`src/hdl/line_follow_pid_with_pivot_search_core_defines.svh`:
```
// assertion macros shared by the line follower core modules
// no dependencies; take in by include after the package import
`ifndef LINE_FOLLOW_PID_WITH_PIVOT_SEARCH_CORE_DEFINES_SVH
`define LINE_FOLLOW_PID_WITH_PIVOT_SEARCH_CORE_DEFINES_SVH

// condition and consequence in the same cycle
`define LFP_ASSERT_SAME(label, ck, rn, ante, cons, msg) \
	label: assert property (@(posedge ck) disable iff (!rn) (ante) |-> (cons)) \
		else $error(msg);

// consequence in the cycle after the condition
`define LFP_ASSERT_NEXT(label, ck, rn, ante, cons, msg) \
	label: assert property (@(posedge ck) disable iff (!rn) (ante) |=> (cons)) \
		else $error(msg);

`endif

```
`src/hdl/lfp_pkg.sv`:
```
// types and constants of the line follower pid core
// no dependencies
`timescale 1ns / 1ps

package lfp_pkg;

	localparam int unsigned PWM_PERIOD  = 1000;
	localparam int unsigned PWM_STEP    = PWM_PERIOD / 100;
	localparam int          DRIVE_LIMIT = 100;
	localparam int          CMP_W       = 10;
	localparam int          CFG_IDX_W   = 3;
	localparam int          CFG_DATA_W  = 16;

	// mode codes
	localparam logic [1:0] MODE_FOLLOW = 2'd0;
	localparam logic [1:0] MODE_LOST   = 2'd1;
	localparam logic [1:0] MODE_PIVOT  = 2'd2;
	localparam logic [1:0] MODE_EXIT   = 2'd3;

	// bridge direction codes
	localparam logic [1:0] DIR_OFF  = 2'd0;
	localparam logic [1:0] DIR_PIN1 = 2'd1;
	localparam logic [1:0] DIR_PIN2 = 2'd2;

	// register indexes
	localparam logic [CFG_IDX_W-1:0] REG_GAIN_P      = 3'd0;
	localparam logic [CFG_IDX_W-1:0] REG_GAIN_I      = 3'd1;
	localparam logic [CFG_IDX_W-1:0] REG_GAIN_D      = 3'd2;
	localparam logic [CFG_IDX_W-1:0] REG_CENTER      = 3'd3;
	localparam logic [CFG_IDX_W-1:0] REG_PIVOT_DRIVE = 3'd4;
	localparam logic [CFG_IDX_W-1:0] REG_EXIT_FRAMES = 3'd5;

	// register reset values
	localparam logic [7:0] CENTER_RESET      = 8'd80;
	localparam logic [6:0] PIVOT_DRIVE_RESET = 7'd10;
	localparam logic [3:0] EXIT_FRAMES_RESET = 4'd3;

	typedef struct packed {
		logic [7:0]        line_position;
		logic signed [7:0] base_drive;
		logic [3:0]        hit_count;
	} lfp_in_t;

	typedef struct packed {
		logic [CMP_W-1:0] left_compare;
		logic [1:0]       left_direction;
		logic [CMP_W-1:0] right_compare;
		logic [1:0]       right_direction;
		logic [1:0]       mode_code;
	} lfp_out_t;

	typedef struct packed {
		logic signed [15:0] gain_p;
		logic signed [15:0] gain_i;
		logic signed [15:0] gain_d;
		logic [7:0]         center_position;
		logic [6:0]         pivot_drive;
		logic [3:0]         exit_stop_frames;
	} lfp_cfg_t;

	// per-frame control carried down the pipeline
	typedef struct packed {
		logic              pid;
		logic [1:0]        mode;
		logic signed [7:0] left_cmd;
		logic signed [7:0] right_cmd;
		logic signed [7:0] base;
	} lfp_ctrl_t;

	typedef struct packed {
		logic [CMP_W-1:0] compare;
		logic [1:0]       direction;
	} lfp_wheel_t;

endpackage

```
`src/hdl/line_follow_pid_with_pivot_search_core.sv`:
```
// Line follower control core: one frame in (line position, base drive, hit
// count), one result out (two wheel compare values and bridge codes, mode).
// A frame is accepted every clock while in_stall is low. The frame passes the
// decision/state stage, the gain multiplier stage and the result register,
// each registered, and its result can transfer from the result register. The
// search and pid state update when a frame is accepted, so frames may follow
// each other in consecutive cycles. in_stall is high only while the result
// register holds an untaken result and out_stall is high.
// Configuration writes are always ready and take effect the next cycle;
// write them only while no frame is in flight.
// depends on lfp_pkg and the lfp_* modules
`timescale 1ns / 1ps

module line_follow_pid_with_pivot_search_core import lfp_pkg::*; #(
	parameter int SUM_WIDTH = 24
) (
	input  logic                  clk,
	input  logic                  arst_n,
	input  logic                  in_valid,
	output logic                  in_stall,
	input  lfp_in_t               in_data,
	output logic                  out_valid,
	input  logic                  out_stall,
	output lfp_out_t              out_data,
	input  logic                  cfg_valid,
	output logic                  cfg_ready,
	input  logic [CFG_IDX_W-1:0]  cfg_index,
	input  logic [CFG_DATA_W-1:0] cfg_data
);

	lfp_cfg_t                     cfg;
	logic                         adv;
	logic                         s1_valid, s2_valid;
	lfp_ctrl_t                    s1_ctrl, s2_ctrl;
	logic signed [8:0]            s1_err;
	logic signed [9:0]            s1_diff;
	logic signed [SUM_WIDTH-1:0]  s1_sum;
	logic signed [24:0]           s2_prod_p;
	logic signed [SUM_WIDTH+15:0] s2_prod_i;
	logic signed [25:0]           s2_prod_d;

	// whole pipeline moves unless a finished result is held
	assign adv      = !(out_valid && out_stall);
	assign in_stall = !adv;

	lfp_cfg_regs u_cfg (
		.clk       (clk),
		.arst_n    (arst_n),
		.cfg_valid (cfg_valid),
		.cfg_ready (cfg_ready),
		.cfg_index (cfg_index),
		.cfg_data  (cfg_data),
		.cfg       (cfg)
	);

	lfp_frame_ctrl #(.SUM_WIDTH(SUM_WIDTH)) u_ctrl (
		.clk      (clk),
		.arst_n   (arst_n),
		.adv      (adv),
		.in_valid (in_valid),
		.in_data  (in_data),
		.cfg      (cfg),
		.s1_valid (s1_valid),
		.s1_ctrl  (s1_ctrl),
		.s1_err   (s1_err),
		.s1_diff  (s1_diff),
		.s1_sum   (s1_sum)
	);

	lfp_pid_mult #(.SUM_WIDTH(SUM_WIDTH)) u_mult (
		.clk       (clk),
		.arst_n    (arst_n),
		.adv       (adv),
		.cfg       (cfg),
		.s1_valid  (s1_valid),
		.s1_ctrl   (s1_ctrl),
		.s1_err    (s1_err),
		.s1_diff   (s1_diff),
		.s1_sum    (s1_sum),
		.s2_valid  (s2_valid),
		.s2_ctrl   (s2_ctrl),
		.s2_prod_p (s2_prod_p),
		.s2_prod_i (s2_prod_i),
		.s2_prod_d (s2_prod_d)
	);

	lfp_wheel_out #(.SUM_WIDTH(SUM_WIDTH)) u_out (
		.clk       (clk),
		.arst_n    (arst_n),
		.adv       (adv),
		.s2_valid  (s2_valid),
		.s2_ctrl   (s2_ctrl),
		.s2_prod_p (s2_prod_p),
		.s2_prod_i (s2_prod_i),
		.s2_prod_d (s2_prod_d),
		.out_valid (out_valid),
		.out_data  (out_data)
	);

endmodule

```
`src/hdl/lfp_cfg_regs.sv`:
```
// configuration register file of the line follower core
// depends on lfp_pkg
`timescale 1ns / 1ps

module lfp_cfg_regs import lfp_pkg::*; (
	input  logic                  clk,
	input  logic                  arst_n,
	input  logic                  cfg_valid,
	output logic                  cfg_ready,
	input  logic [CFG_IDX_W-1:0]  cfg_index,
	input  logic [CFG_DATA_W-1:0] cfg_data,
	output lfp_cfg_t              cfg
);

	lfp_cfg_t cfg_q;

	assign cfg_ready = 1'b1;
	assign cfg = cfg_q;

	always_ff @(posedge clk or negedge arst_n) begin
		if (!arst_n) begin
			cfg_q.gain_p           <= '0;
			cfg_q.gain_i           <= '0;
			cfg_q.gain_d           <= '0;
			cfg_q.center_position  <= CENTER_RESET;
			cfg_q.pivot_drive      <= PIVOT_DRIVE_RESET;
			cfg_q.exit_stop_frames <= EXIT_FRAMES_RESET;
		end else if (cfg_valid && cfg_ready) begin
			case (cfg_index)
				REG_GAIN_P:      cfg_q.gain_p           <= $signed(cfg_data);
				REG_GAIN_I:      cfg_q.gain_i           <= $signed(cfg_data);
				REG_GAIN_D:      cfg_q.gain_d           <= $signed(cfg_data);
				REG_CENTER:      cfg_q.center_position  <= cfg_data[7:0];
				REG_PIVOT_DRIVE: cfg_q.pivot_drive      <= cfg_data[6:0];
				REG_EXIT_FRAMES: cfg_q.exit_stop_frames <= cfg_data[3:0];
				default: begin
					// unmapped index, write dropped
				end
			endcase
		end
	end

endmodule

```
`src/hdl/lfp_frame_ctrl.sv`:
```
// frame decision, search state and pid error state; first pipeline stage
// depends on lfp_pkg and the core defines header
`timescale 1ns / 1ps

module lfp_frame_ctrl import lfp_pkg::*; #(
	parameter int SUM_WIDTH = 24
) (
	input  logic                        clk,
	input  logic                        arst_n,
	input  logic                        adv,
	input  logic                        in_valid,
	input  lfp_in_t                     in_data,
	input  lfp_cfg_t                    cfg,
	output logic                        s1_valid,
	output lfp_ctrl_t                   s1_ctrl,
	output logic signed [8:0]           s1_err,
	output logic signed [9:0]           s1_diff,
	output logic signed [SUM_WIDTH-1:0] s1_sum
);

`include "line_follow_pid_with_pivot_search_core_defines.svh"

	localparam logic signed [SUM_WIDTH-1:0] SUM_MAX = {1'b0, {(SUM_WIDTH-1){1'b1}}};
	localparam logic signed [SUM_WIDTH-1:0] SUM_MIN = {1'b1, {(SUM_WIDTH-1){1'b0}}};

	logic                        pivot_active_q, pivot_hold_q, pivot_left_q;
	logic [3:0]                  exit_cd_q;
	logic signed [SUM_WIDTH-1:0] error_sum_q;
	logic signed [8:0]           prev_err_q;

	logic                        pivot_active_d, pivot_hold_d, pivot_left_d;
	logic [3:0]                  exit_cd_d;
	logic signed [SUM_WIDTH-1:0] error_sum_d;
	logic signed [8:0]           prev_err_d;

	logic                        accept;
	logic signed [8:0]           err;
	logic signed [9:0]           diff;
	logic signed [SUM_WIDTH:0]   sum_ext;
	logic signed [SUM_WIDTH-1:0] sum_sat;
	logic signed [7:0]           drive_pos, drive_neg;
	lfp_ctrl_t                   ctrl;

	assign accept = in_valid && adv;

	assign err  = $signed({1'b0, in_data.line_position}) - $signed({1'b0, cfg.center_position});
	assign diff = $signed({err[8], err}) - $signed({prev_err_q[8], prev_err_q});

	// running sum with clamp at the signed range
	assign sum_ext = $signed({error_sum_q[SUM_WIDTH-1], error_sum_q})
		+ $signed({{(SUM_WIDTH-8){err[8]}}, err});
	always_comb begin
		if (sum_ext[SUM_WIDTH] != sum_ext[SUM_WIDTH-1]) begin
			sum_sat = sum_ext[SUM_WIDTH] ? SUM_MIN : SUM_MAX;
		end else begin
			sum_sat = sum_ext[SUM_WIDTH-1:0];
		end
	end

	assign drive_pos = $signed({1'b0, cfg.pivot_drive});
	assign drive_neg = -drive_pos;

	always_comb begin
		pivot_active_d = pivot_active_q;
		pivot_hold_d   = pivot_hold_q;
		pivot_left_d   = pivot_left_q;
		exit_cd_d      = exit_cd_q;
		error_sum_d    = error_sum_q;
		prev_err_d     = prev_err_q;
		ctrl.pid       = 1'b0;
		ctrl.mode      = MODE_FOLLOW;
		ctrl.left_cmd  = '0;
		ctrl.right_cmd = '0;
		ctrl.base      = in_data.base_drive;
		if (exit_cd_q != 4'd0) begin
			exit_cd_d = exit_cd_q - 4'd1;
			ctrl.mode = MODE_EXIT;
			if (exit_cd_q == 4'd1) begin
				pivot_active_d = 1'b0;
				pivot_left_d   = 1'b0;
				error_sum_d    = '0;
				prev_err_d     = '0;
			end
		end else if (pivot_active_q && in_data.hit_count >= 4'd2) begin
			exit_cd_d = (cfg.exit_stop_frames == 4'd0) ? 4'd1 : cfg.exit_stop_frames;
			ctrl.mode = MODE_EXIT;
		end else if (pivot_active_q) begin
			ctrl.mode = MODE_PIVOT;
			if (pivot_hold_q) begin
				pivot_hold_d = 1'b0;
			end else if (pivot_left_q) begin
				ctrl.left_cmd  = drive_neg;
				ctrl.right_cmd = drive_pos;
			end else begin
				ctrl.left_cmd  = drive_pos;
				ctrl.right_cmd = drive_neg;
			end
		end else if (in_data.hit_count == 4'd0) begin
			pivot_active_d = 1'b1;
			pivot_hold_d   = 1'b1;
			pivot_left_d   = in_data.line_position < cfg.center_position;
			ctrl.mode      = MODE_LOST;
		end else begin
			ctrl.pid    = 1'b1;
			error_sum_d = sum_sat;
			prev_err_d  = err;
		end
	end

	always_ff @(posedge clk or negedge arst_n) begin
		if (!arst_n) begin
			pivot_active_q <= 1'b0;
			pivot_hold_q   <= 1'b0;
			pivot_left_q   <= 1'b0;
			exit_cd_q      <= '0;
			error_sum_q    <= '0;
			prev_err_q     <= '0;
			s1_valid       <= 1'b0;
		end else begin
			if (accept) begin
				pivot_active_q <= pivot_active_d;
				pivot_hold_q   <= pivot_hold_d;
				pivot_left_q   <= pivot_left_d;
				exit_cd_q      <= exit_cd_d;
				error_sum_q    <= error_sum_d;
				prev_err_q     <= prev_err_d;
			end
			if (adv) begin
				s1_valid <= in_valid;
			end
		end
	end

	always_ff @(posedge clk) begin
		if (adv) begin
			s1_ctrl <= ctrl;
			s1_err  <= err;
			s1_diff <= diff;
			s1_sum  <= sum_sat;
		end
	end

	`LFP_ASSERT_SAME(a_countdown_in_search, clk, arst_n, exit_cd_q != 4'd0, pivot_active_q, "exit countdown running outside a search")
	`LFP_ASSERT_NEXT(a_countdown_steps, clk, arst_n, accept && exit_cd_q != 4'd0, exit_cd_q == $past(exit_cd_q) - 4'd1, "exit countdown did not step down by one")
	`LFP_ASSERT_NEXT(a_pid_frame_keeps_search, clk, arst_n, accept && ctrl.pid, !pivot_active_q && exit_cd_q == 4'd0, "pid frame changed search state")

endmodule

```
`src/hdl/lfp_pid_mult.sv`:
```
// pid gain products; second pipeline stage
// depends on lfp_pkg
`timescale 1ns / 1ps

module lfp_pid_mult import lfp_pkg::*; #(
	parameter int SUM_WIDTH = 24
) (
	input  logic                           clk,
	input  logic                           arst_n,
	input  logic                           adv,
	input  lfp_cfg_t                       cfg,
	input  logic                           s1_valid,
	input  lfp_ctrl_t                      s1_ctrl,
	input  logic signed [8:0]              s1_err,
	input  logic signed [9:0]              s1_diff,
	input  logic signed [SUM_WIDTH-1:0]    s1_sum,
	output logic                           s2_valid,
	output lfp_ctrl_t                      s2_ctrl,
	output logic signed [24:0]             s2_prod_p,
	output logic signed [SUM_WIDTH+15:0]   s2_prod_i,
	output logic signed [25:0]             s2_prod_d
);

	logic signed [24:0]           prod_p;
	logic signed [SUM_WIDTH+15:0] prod_i;
	logic signed [25:0]           prod_d;

	assign prod_p = 25'(cfg.gain_p) * 25'(s1_err);
	assign prod_i = (SUM_WIDTH+16)'(cfg.gain_i) * (SUM_WIDTH+16)'(s1_sum);
	assign prod_d = 26'(cfg.gain_d) * 26'(s1_diff);

	always_ff @(posedge clk or negedge arst_n) begin
		if (!arst_n) begin
			s2_valid <= 1'b0;
		end else if (adv) begin
			s2_valid <= s1_valid;
		end
	end

	always_ff @(posedge clk) begin
		if (adv) begin
			s2_ctrl   <= s1_ctrl;
			s2_prod_p <= prod_p;
			s2_prod_i <= prod_i;
			s2_prod_d <= prod_d;
		end
	end

endmodule

```
`src/hdl/lfp_wheel_out.sv`:
```
// pid sum, wheel commands, bridge codes and the result register
// depends on lfp_pkg and the core defines header
`timescale 1ns / 1ps

module lfp_wheel_out import lfp_pkg::*; #(
	parameter int SUM_WIDTH = 24
) (
	input  logic                         clk,
	input  logic                         arst_n,
	input  logic                         adv,
	input  logic                         s2_valid,
	input  lfp_ctrl_t                    s2_ctrl,
	input  logic signed [24:0]           s2_prod_p,
	input  logic signed [SUM_WIDTH+15:0] s2_prod_i,
	input  logic signed [25:0]           s2_prod_d,
	output logic                         out_valid,
	output lfp_out_t                     out_data
);

`include "line_follow_pid_with_pivot_search_core_defines.svh"

	localparam int TW = SUM_WIDTH + 19;
	localparam logic signed [TW-1:0] LIM_HI = TW'(DRIVE_LIMIT);
	localparam logic signed [TW-1:0] LIM_LO = -TW'(DRIVE_LIMIT);

	logic signed [TW-1:0] acc, base_q8, left_raw, right_raw;
	logic signed [7:0]    left_pid, right_pid, left_cmd, right_cmd;
	lfp_wheel_t           left_w, right_w;
	lfp_out_t             res;

	// divide by 256 rounding toward zero, then clamp to the drive limit
	function automatic logic signed [7:0] scale_sat(input logic signed [TW-1:0] x);
		logic signed [TW-1:0] q;
		q = x >>> 8;
		if (x[TW-1] && (x[7:0] != 8'd0)) begin
			q = q + TW'(1);
		end
		if (q > LIM_HI) begin
			q = LIM_HI;
		end else if (q < LIM_LO) begin
			q = LIM_LO;
		end
		return q[7:0];
	endfunction

	// bridge runs inverted; compare is period minus period*|v|/100
	function automatic lfp_wheel_t drive_wheel(input logic signed [7:0] cmd);
		logic signed [8:0] v;
		logic [6:0]        mag;
		logic [16:0]       cmp;
		lfp_wheel_t        w;
		v = -{cmd[7], cmd};
		if (v > 9'sd100) begin
			v = 9'sd100;
		end else if (v < -9'sd100) begin
			v = -9'sd100;
		end
		mag = v[8] ? 7'(-v) : v[6:0];
		cmp = 17'(PWM_PERIOD) - 17'(PWM_STEP) * 17'(mag);
		w.compare = cmp[CMP_W-1:0];
		if (v > 9'sd0) begin
			w.direction = DIR_PIN1;
		end else if (v < 9'sd0) begin
			w.direction = DIR_PIN2;
		end else begin
			w.direction = DIR_OFF;
		end
		return w;
	endfunction

	assign acc = TW'(s2_prod_p) + TW'(s2_prod_i) + TW'(s2_prod_d);
	assign base_q8 = TW'(s2_ctrl.base) <<< 8;
	assign left_raw  = base_q8 + acc;
	assign right_raw = base_q8 - acc;

	assign left_pid  = scale_sat(left_raw);
	assign right_pid = scale_sat(right_raw);
	assign left_cmd  = s2_ctrl.pid ? left_pid : s2_ctrl.left_cmd;
	assign right_cmd = s2_ctrl.pid ? right_pid : s2_ctrl.right_cmd;

	assign left_w  = drive_wheel(left_cmd);
	assign right_w = drive_wheel(right_cmd);

	always_comb begin
		res.left_compare    = left_w.compare;
		res.left_direction  = left_w.direction;
		res.right_compare   = right_w.compare;
		res.right_direction = right_w.direction;
		res.mode_code       = s2_ctrl.mode;
	end

	always_ff @(posedge clk or negedge arst_n) begin
		if (!arst_n) begin
			out_valid <= 1'b0;
		end else if (adv) begin
			out_valid <= s2_valid;
		end
	end

	always_ff @(posedge clk) begin
		if (adv) begin
			out_data <= res;
		end
	end

	`LFP_ASSERT_SAME(a_stop_frame_idle, clk, arst_n, out_valid && (out_data.mode_code == MODE_LOST || out_data.mode_code == MODE_EXIT), out_data.left_compare == CMP_W'(PWM_PERIOD) && out_data.right_compare == CMP_W'(PWM_PERIOD) && out_data.left_direction == DIR_OFF && out_data.right_direction == DIR_OFF, "stop frame drives a wheel")
	`LFP_ASSERT_SAME(a_dir_code_legal, clk, arst_n, out_valid, out_data.left_direction != 2'd3 && out_data.right_direction != 2'd3, "both bridge pins high")

endmodule
```
`config.mk`:
```
export PLATFORM = sky130hd
export DESIGN_NAME = line_follow_pid_with_pivot_search_core
export DESIGN_NICKNAME = d
export VERILOG_FILES = /design/src/hdl/lfp_pkg.sv /design/src/hdl/line_follow_pid_with_pivot_search_core.sv /design/src/hdl/lfp_cfg_regs.sv /design/src/hdl/lfp_frame_ctrl.sv /design/src/hdl/lfp_pid_mult.sv /design/src/hdl/lfp_wheel_out.sv
export VERILOG_INCLUDE_DIRS = /design/src /design/src/hdl
export SDC_FILE = /design/constraint.sdc
export NUM_CORES = 2
export LEC_CHECK = 0
export BUFFER_PORTS_ARGS = -buffer_cell sky130_fd_sc_hd__buf_2
export CORE_MARGIN = 4
export CORE_UTILIZATION = 25
export CTS_CLUSTER_SIZE = 8
export DETAILED_ROUTE_END_ITERATION = 8
export SLEW_MARGIN = 20
export SYNTH_ARGS = -nofsm -noshare
export SYNTH_HDL_FRONTEND = slang
export SYNTH_SLANG_ARGS = --single-unit
```
`constraint.sdc`:
```
create_clock -name clk -period 21.9 [get_ports clk]
set_input_delay 2.19 -clock clk [delete_from_list [all_inputs] [get_ports clk]]
set_output_delay 2.19 -clock clk [all_outputs]
set_load 0.005 [all_outputs]
```
; Word-level counts from Yosys, hierarchy flattened
; Cells that the tools add are included.
[classes]
n_addsub = 17
n_mul = 5
n_lt_le_gt_ge = 14
eq_ne = 11
muxes = 46
bitwise_logic = 4
n_reduce_logical = 31
[op_table]
columns = op, count
row1 = $mux W24, 7
row2 = $gt A43 B8 Y1 const B, 2
row3 = $lt A43 B8 Y1 const B, 2
row4 = $mux W43, 2
row5 = $mux W9, 9
row6 = $add A35 B2 Y36 const B, 2
row7 = $mux W8, 6
row8 = $add A16 B43 Y43, 1
row9 = $sub A16 B43 Y43, 1
row10 = $add A41 B26 Y42, 1
row11 = $add A25 B40 Y41, 1
row12 = $mul A16 B24 Y40, 1
row13 = $mul A16 B10 Y26, 1
row14 = $add A24 B9 Y25, 1
row15 = $mul A16 B9 Y25, 1
row16 = $sub A10 B10 Y10 const A, 2
row17 = $gt A9 B1 Y1 const B, 2
row18 = $gt A9 B8 Y1 const B, 2
row19 = $lt A9 B1 Y1 const B, 2
row20 = $lt A9 B8 Y1 const B, 2
row21 = $mul A3 B7 Y9 const A, 2
row22 = $neg A9 Y9, 2
row23 = $reduce_bool A8 Y1, 2
row24 = $mux W15, 1
row25 = 33 further kinds, 73
[totals]
reg_bits = 324
input_bits = 44
output_inout_bits = 29
elab_cells = 167

; Longest topological paths before layout
[logic_depth]
word_depth = 18
depth_mapped = 68
ltp_nobuf = 65

; Hierarchy
; A second synthesis with hierarchy kept.
[hier_totals]
cells_unflattened = 5454
area_unflattened_um2 = 50359.5
[modules_own_cells]
columns = module, instances, cells_per_inst, area_per_inst_um2, seq_area_each_um2
row1 = lfp_pid_mult, 1, 2842, 27900.5, 3568.4
row2 = lfp_wheel_out, 1, 1874, 13599.3, 745.7
row3 = lfp_frame_ctrl, 1, 588, 6262.3, 3098.0
row4 = lfp_cfg_regs, 1, 148, 2587.5, 1684.1
row5 = line_follow_pid_with_pivot_search_core, 1, 2, 10.0, 0.0

; Worst setup path after synthesis
; No wires, ideal clock.
[synth_path]
path_type = reg-to-reg
start = reg u_mult.s2_prod_p[1]
end = reg u_out.out_data[24] (netlist name)
setup_ps = 167
arrival_ps = 12669
required_time_ps = 21733
slack_ps = 9064
stages_incl_launch_ff = 65
path_buffers = 2
period_less_slack_ps = 12836
path_cell_list = edfxtp_1 -> fa_1 -> ha_1 -> fa_1 -> a211oi_1 -> o21ai_0 -> a21oi_1 -> o21bai_1 -> nand2_1 -> a21oi_1 -> o21ai_0 -> a21oi_1 -> o21a_1 -> o21a_1 -> o21ai_0 -> a21oi_1 -> a211oi_1 -> nor2_1 -> (+29 left out) -> o211ai_1 -> a31o_2 -> a211oi_2 -> inv_1 -> ha_1 -> nand2b_1 -> nand2b_1 -> xnor2_1 -> nand2_1 -> o32ai_1 -> ha_1 -> fa_1 -> xor2_1 -> nand2_1 -> nor2b_1 -> o21ai_0 -> a211o_1 -> a211oi_1
[synth_rtl]
columns = element, line_no
row1 = from (decl), lfp_pid_mult.sv:19  ; output logic signed [24:0] s2_prod_p,
row2 = from (signal assigned), lfp_pid_mult.sv:43  ; s2_prod_p <= prod_p;

==> flow_summary_export.csv <==
group,metric,value,unit
status,status,"complete, no violations",
timing,timing_worst_slew_pin_value,1140,ps
placement,count_of_input_and_output_buffers,69,
setup_path,timing.critical_path.slowest_cell_delay,630,ps
route,first_iter_violations,2427,
setup_path,crit_path_top_delay_cell,"o41ai_1",
route,route.detailed.vias_per_inst,4.77,
setup_path,crit_buf_inv,1,
timing,finalSetupViolations,0,
setup_path,worst_path_dominant_cell_family,"compound AO/OA/AOI/OAI gates",
grt,via_count_of_the_first_global_routing_pass,38699,
timing,timing.final.crit_period,15360,ps
cts,clock_tree.root_cell,"clkbuf_16",
synthesis,ys.flop_type,"edfxtp_1",
timing,min_period_over_period,70.1,%
synthesis,ff_latch_count_synth,320,
cells_and_area,drive_gt1_share,6.82,%
synthesis,library_cells_used_by_synthesis,134,
timing,normalized_max_slew_margin,23.8,%
floorplan,core_region_area,196000,um^2
cts,clock_tree.htree_level_count,2,
grt,antenna_found_initial,13,
cts,clkLatencyLatePin,630,ps
synthesis,syn_inst,5258,
cells_and_area,area_growth,9.17,%
run,maxCapViolCount,0,
setup_path,critical_path.most_common_cell,"a21oi_1",
cells_and_area,mostFrequentLayoutCells,"inv_1 (788), fa_1 (679), nand2_1 (543)",
floorplan,die_h,453,um
setup_path,critPathArrivalTime,15780,ps
timing,finalMaxSlewViolations,0,
setup_path,regToRegSetupSlack,6540,ps
timing,finClkSkew,45.5,ps
route,met3_wirelength,7860,um
route,highest_metal_layer_with_signal_wires,"met5",
floorplan,design.die.area,205000,um^2
setup_path,type_of_the_setup_path_with_the_least_slack,"flop to flop",
setup_path,critPathCaptureType,"flop",
timing,report.final.hold_viol_count,0,
cts,tritoncts,"yes",
synthesis,syn-mean-instance-area,9.40,um^2
cts,cts_num_sinks,320,
cts,cts-hold-fix-buffers,0,
grt,grt_util_all_layers,13.4,%
grt,grt_max_degree,83,
setup_path,data_required_time_of_the_critical_path,22320,ps
synthesis,yosys.area.top_type,"fa_1",
floorplan,boundaryPins,73,
route,routedLengthMet1,62500,um
route,antenna_violating_nets_post_route,0,
synthesis,synth_area,49400,um^2
floorplan,initial_utilization,25.2,%
setup_path,critPathMaxFanout,10,
floorplan,chipWidth,453,um
route,route.met2.wl,63800,um
placement,place.detailed.hpwl,111000,um
synthesis,synth-seq-area-share,18.3,%
cts,postCtsSetupRepairBufs,0,
timing,fmax,0.0651,GHz
cts,clockBufferDepth,3,
route,detail_route.wirelength,138000,um
hold_path,worstHoldPathType,"flop to flop",
synthesis,portion_of_synthesized_cell_area_occupied_by_the_leading_cell_type,27.5,%
cts,cts_buffers,47,
route,drt_drc_violations_left,0,
floorplan,placementRows,162,
synthesis,synth_edf_count,210,
cts,cts.repair.resized,0,
setup_path,crit_path_start_kind,"flop",
synthesis,async_flop_share,34.4,%
route,detail_route.first_pass.iterations,5,
synthesis,yosysWarnings,0,
cts,cts_clk_pin_slew_worst_paths,50,ps
timing,rsz0062_at_grt,"no",
route,detailroute.via_count,37561,
grt,gr_ovfl_total,0,
placement,finalWeightedCongestion,0.926,
route,routedWlPerCell,17.5,um
timing,fin_setup_tns,0,ps
cells_and_area,finalNetCount,6323,
synthesis,synth_top_cells_by_area,"fa_1 (28%), edfxtp_1 (13%), ha_1 (9.8%)",
cells_and_area,leading_cell_type_in_the_layout_fill_and_taps_excluded,"inv_1",
grt,grt_pass1_wl,221000,um
-- metrics by stage --
stage / hold WS, ps / std cells / setup slack (ps) / cell area, um^2 / utilization, %
after floorplan: 400 / 5259 / 9060 / 49400 / -
after global placement: 404 / 7786 / 6740 / 52500 / 26.8
after detailed placement: 405 / 7786 / 6740 / 52500 / 26.8
after CTS: 416 / 7870 / 6610 / 53900 / 27.5
after global routing: 424 / 7871 / 5150 / 53900 / 27.6
final: 416 / 7875 / 6540 / 54000 / 27.6
-- worst paths after layout --
kind                                           endpoint  depth (start not counted)                            start
max                        u_out.out_data[24]$_DFFE_PN_                         62    u_mult.s2_prod_p[1]$_DFFE_PN_
min                         u_mult.s2_ctrl[9]$_DFFE_PN_                          0  u_ctrl.s1_ctrl[9]$_SDFFCE_PP0N_
max reg2reg                u_out.out_data[24]$_DFFE_PN_                         62    u_mult.s2_prod_p[1]$_DFFE_PN_
min reg2reg                 u_mult.s2_ctrl[9]$_DFFE_PN_                          0  u_ctrl.s1_ctrl[9]$_SDFFCE_PP0N_
max in group asynchronous     u_cfg.cfg[21]$_DFFE_PN0P_                          2                           arst_n
min in group asynchronous   u_out.out_valid$_DFFE_PN0N_                          1                           arst_n
-- registers in the layout, indices dropped and copies added, names as in the netlist, 9 cells and up --
register / count
u_mult.s2_prod_p: 25
u_ctrl.error_sum_q: 24
u_mult.s2_prod_d: 26
u_cfg.cfg: 67
u_mult.s2_prod_i: 40
u_out.out_data: 24
u_ctrl.s1_diff: 10
u_ctrl.s1_sum: 24
u_ctrl.s1_err: 9
u_mult.s2_ctrl: 26
u_ctrl.s1_ctrl: 26
u_ctrl.prev_err_q: 9
-- routing by layer --
layer | GRT usage, % | up-vias
li1 | - | 17419
met1 | 18.4 | 18959
met2 | 22.1 | 1017
met3 | 1.97 | 162
met4 | 3.21 | 4
met5 | 0 | -
-- cell usage after synthesis, types with 12 or more instances --
master	instances
o31ai_1	26
or4_1	20
nand2_1	544
edfxtp_1	210
nor2b_1	32
ha_1	388
and2_1	295
nor2_1	213
and3_1	31
nor3b_1	16
nand4_1	37
or3_1	35
mux2_2	69
a211oi_1	33
a22o_1	30
o21a_1	24
nor3_1	86
o21bai_1	67
a31oi_1	30
xor2_1	74
a21o_1	64
dfrtp_1	104
inv_1	788
o211ai_1	26
a211o_1	15
nor4_1	48
fa_1	679
buf_2	24
nand2b_1	87
a21oi_1	242
o21ai_0	121
mux2i_1	18
o2111ai_1	12
or2_2	22
clkbuf_1	154
o31a_1	12
a31o_2	14
xnor2_1	210
nand3_1	86
-- logic make-up (layout without fill, tap and decap cells) --
logic type	after synthesis	count (layout)	share of synthesized area, %
AOI/OAI and AO/OA	885	885	12.7
DFF	320	320	18.3
adders and majority gates	1067	1067	37.3
buffers and inverters	989	977	7.66
muxes	88	88	1.97
xor gates and xnor gates	288	288	5.19
other	2	7	0.0152
and+or+nand+nor	1619	1619	16.8
-- final cells by class --
type,count,area (um^2)
inverters,794,2980
repair buffers,99,584
clock buffers,79,1340
multi-input cells,3950,36600
flip-flops and latches,320,9070
diodes,4,10.0
fillers,20891,142000
clock inverters,5,77.6
well taps,2624,3280
Power is left out: the tool's default activity adds up to more than one toggle a clock period on the data nets, which glitch-free logic cannot reach.
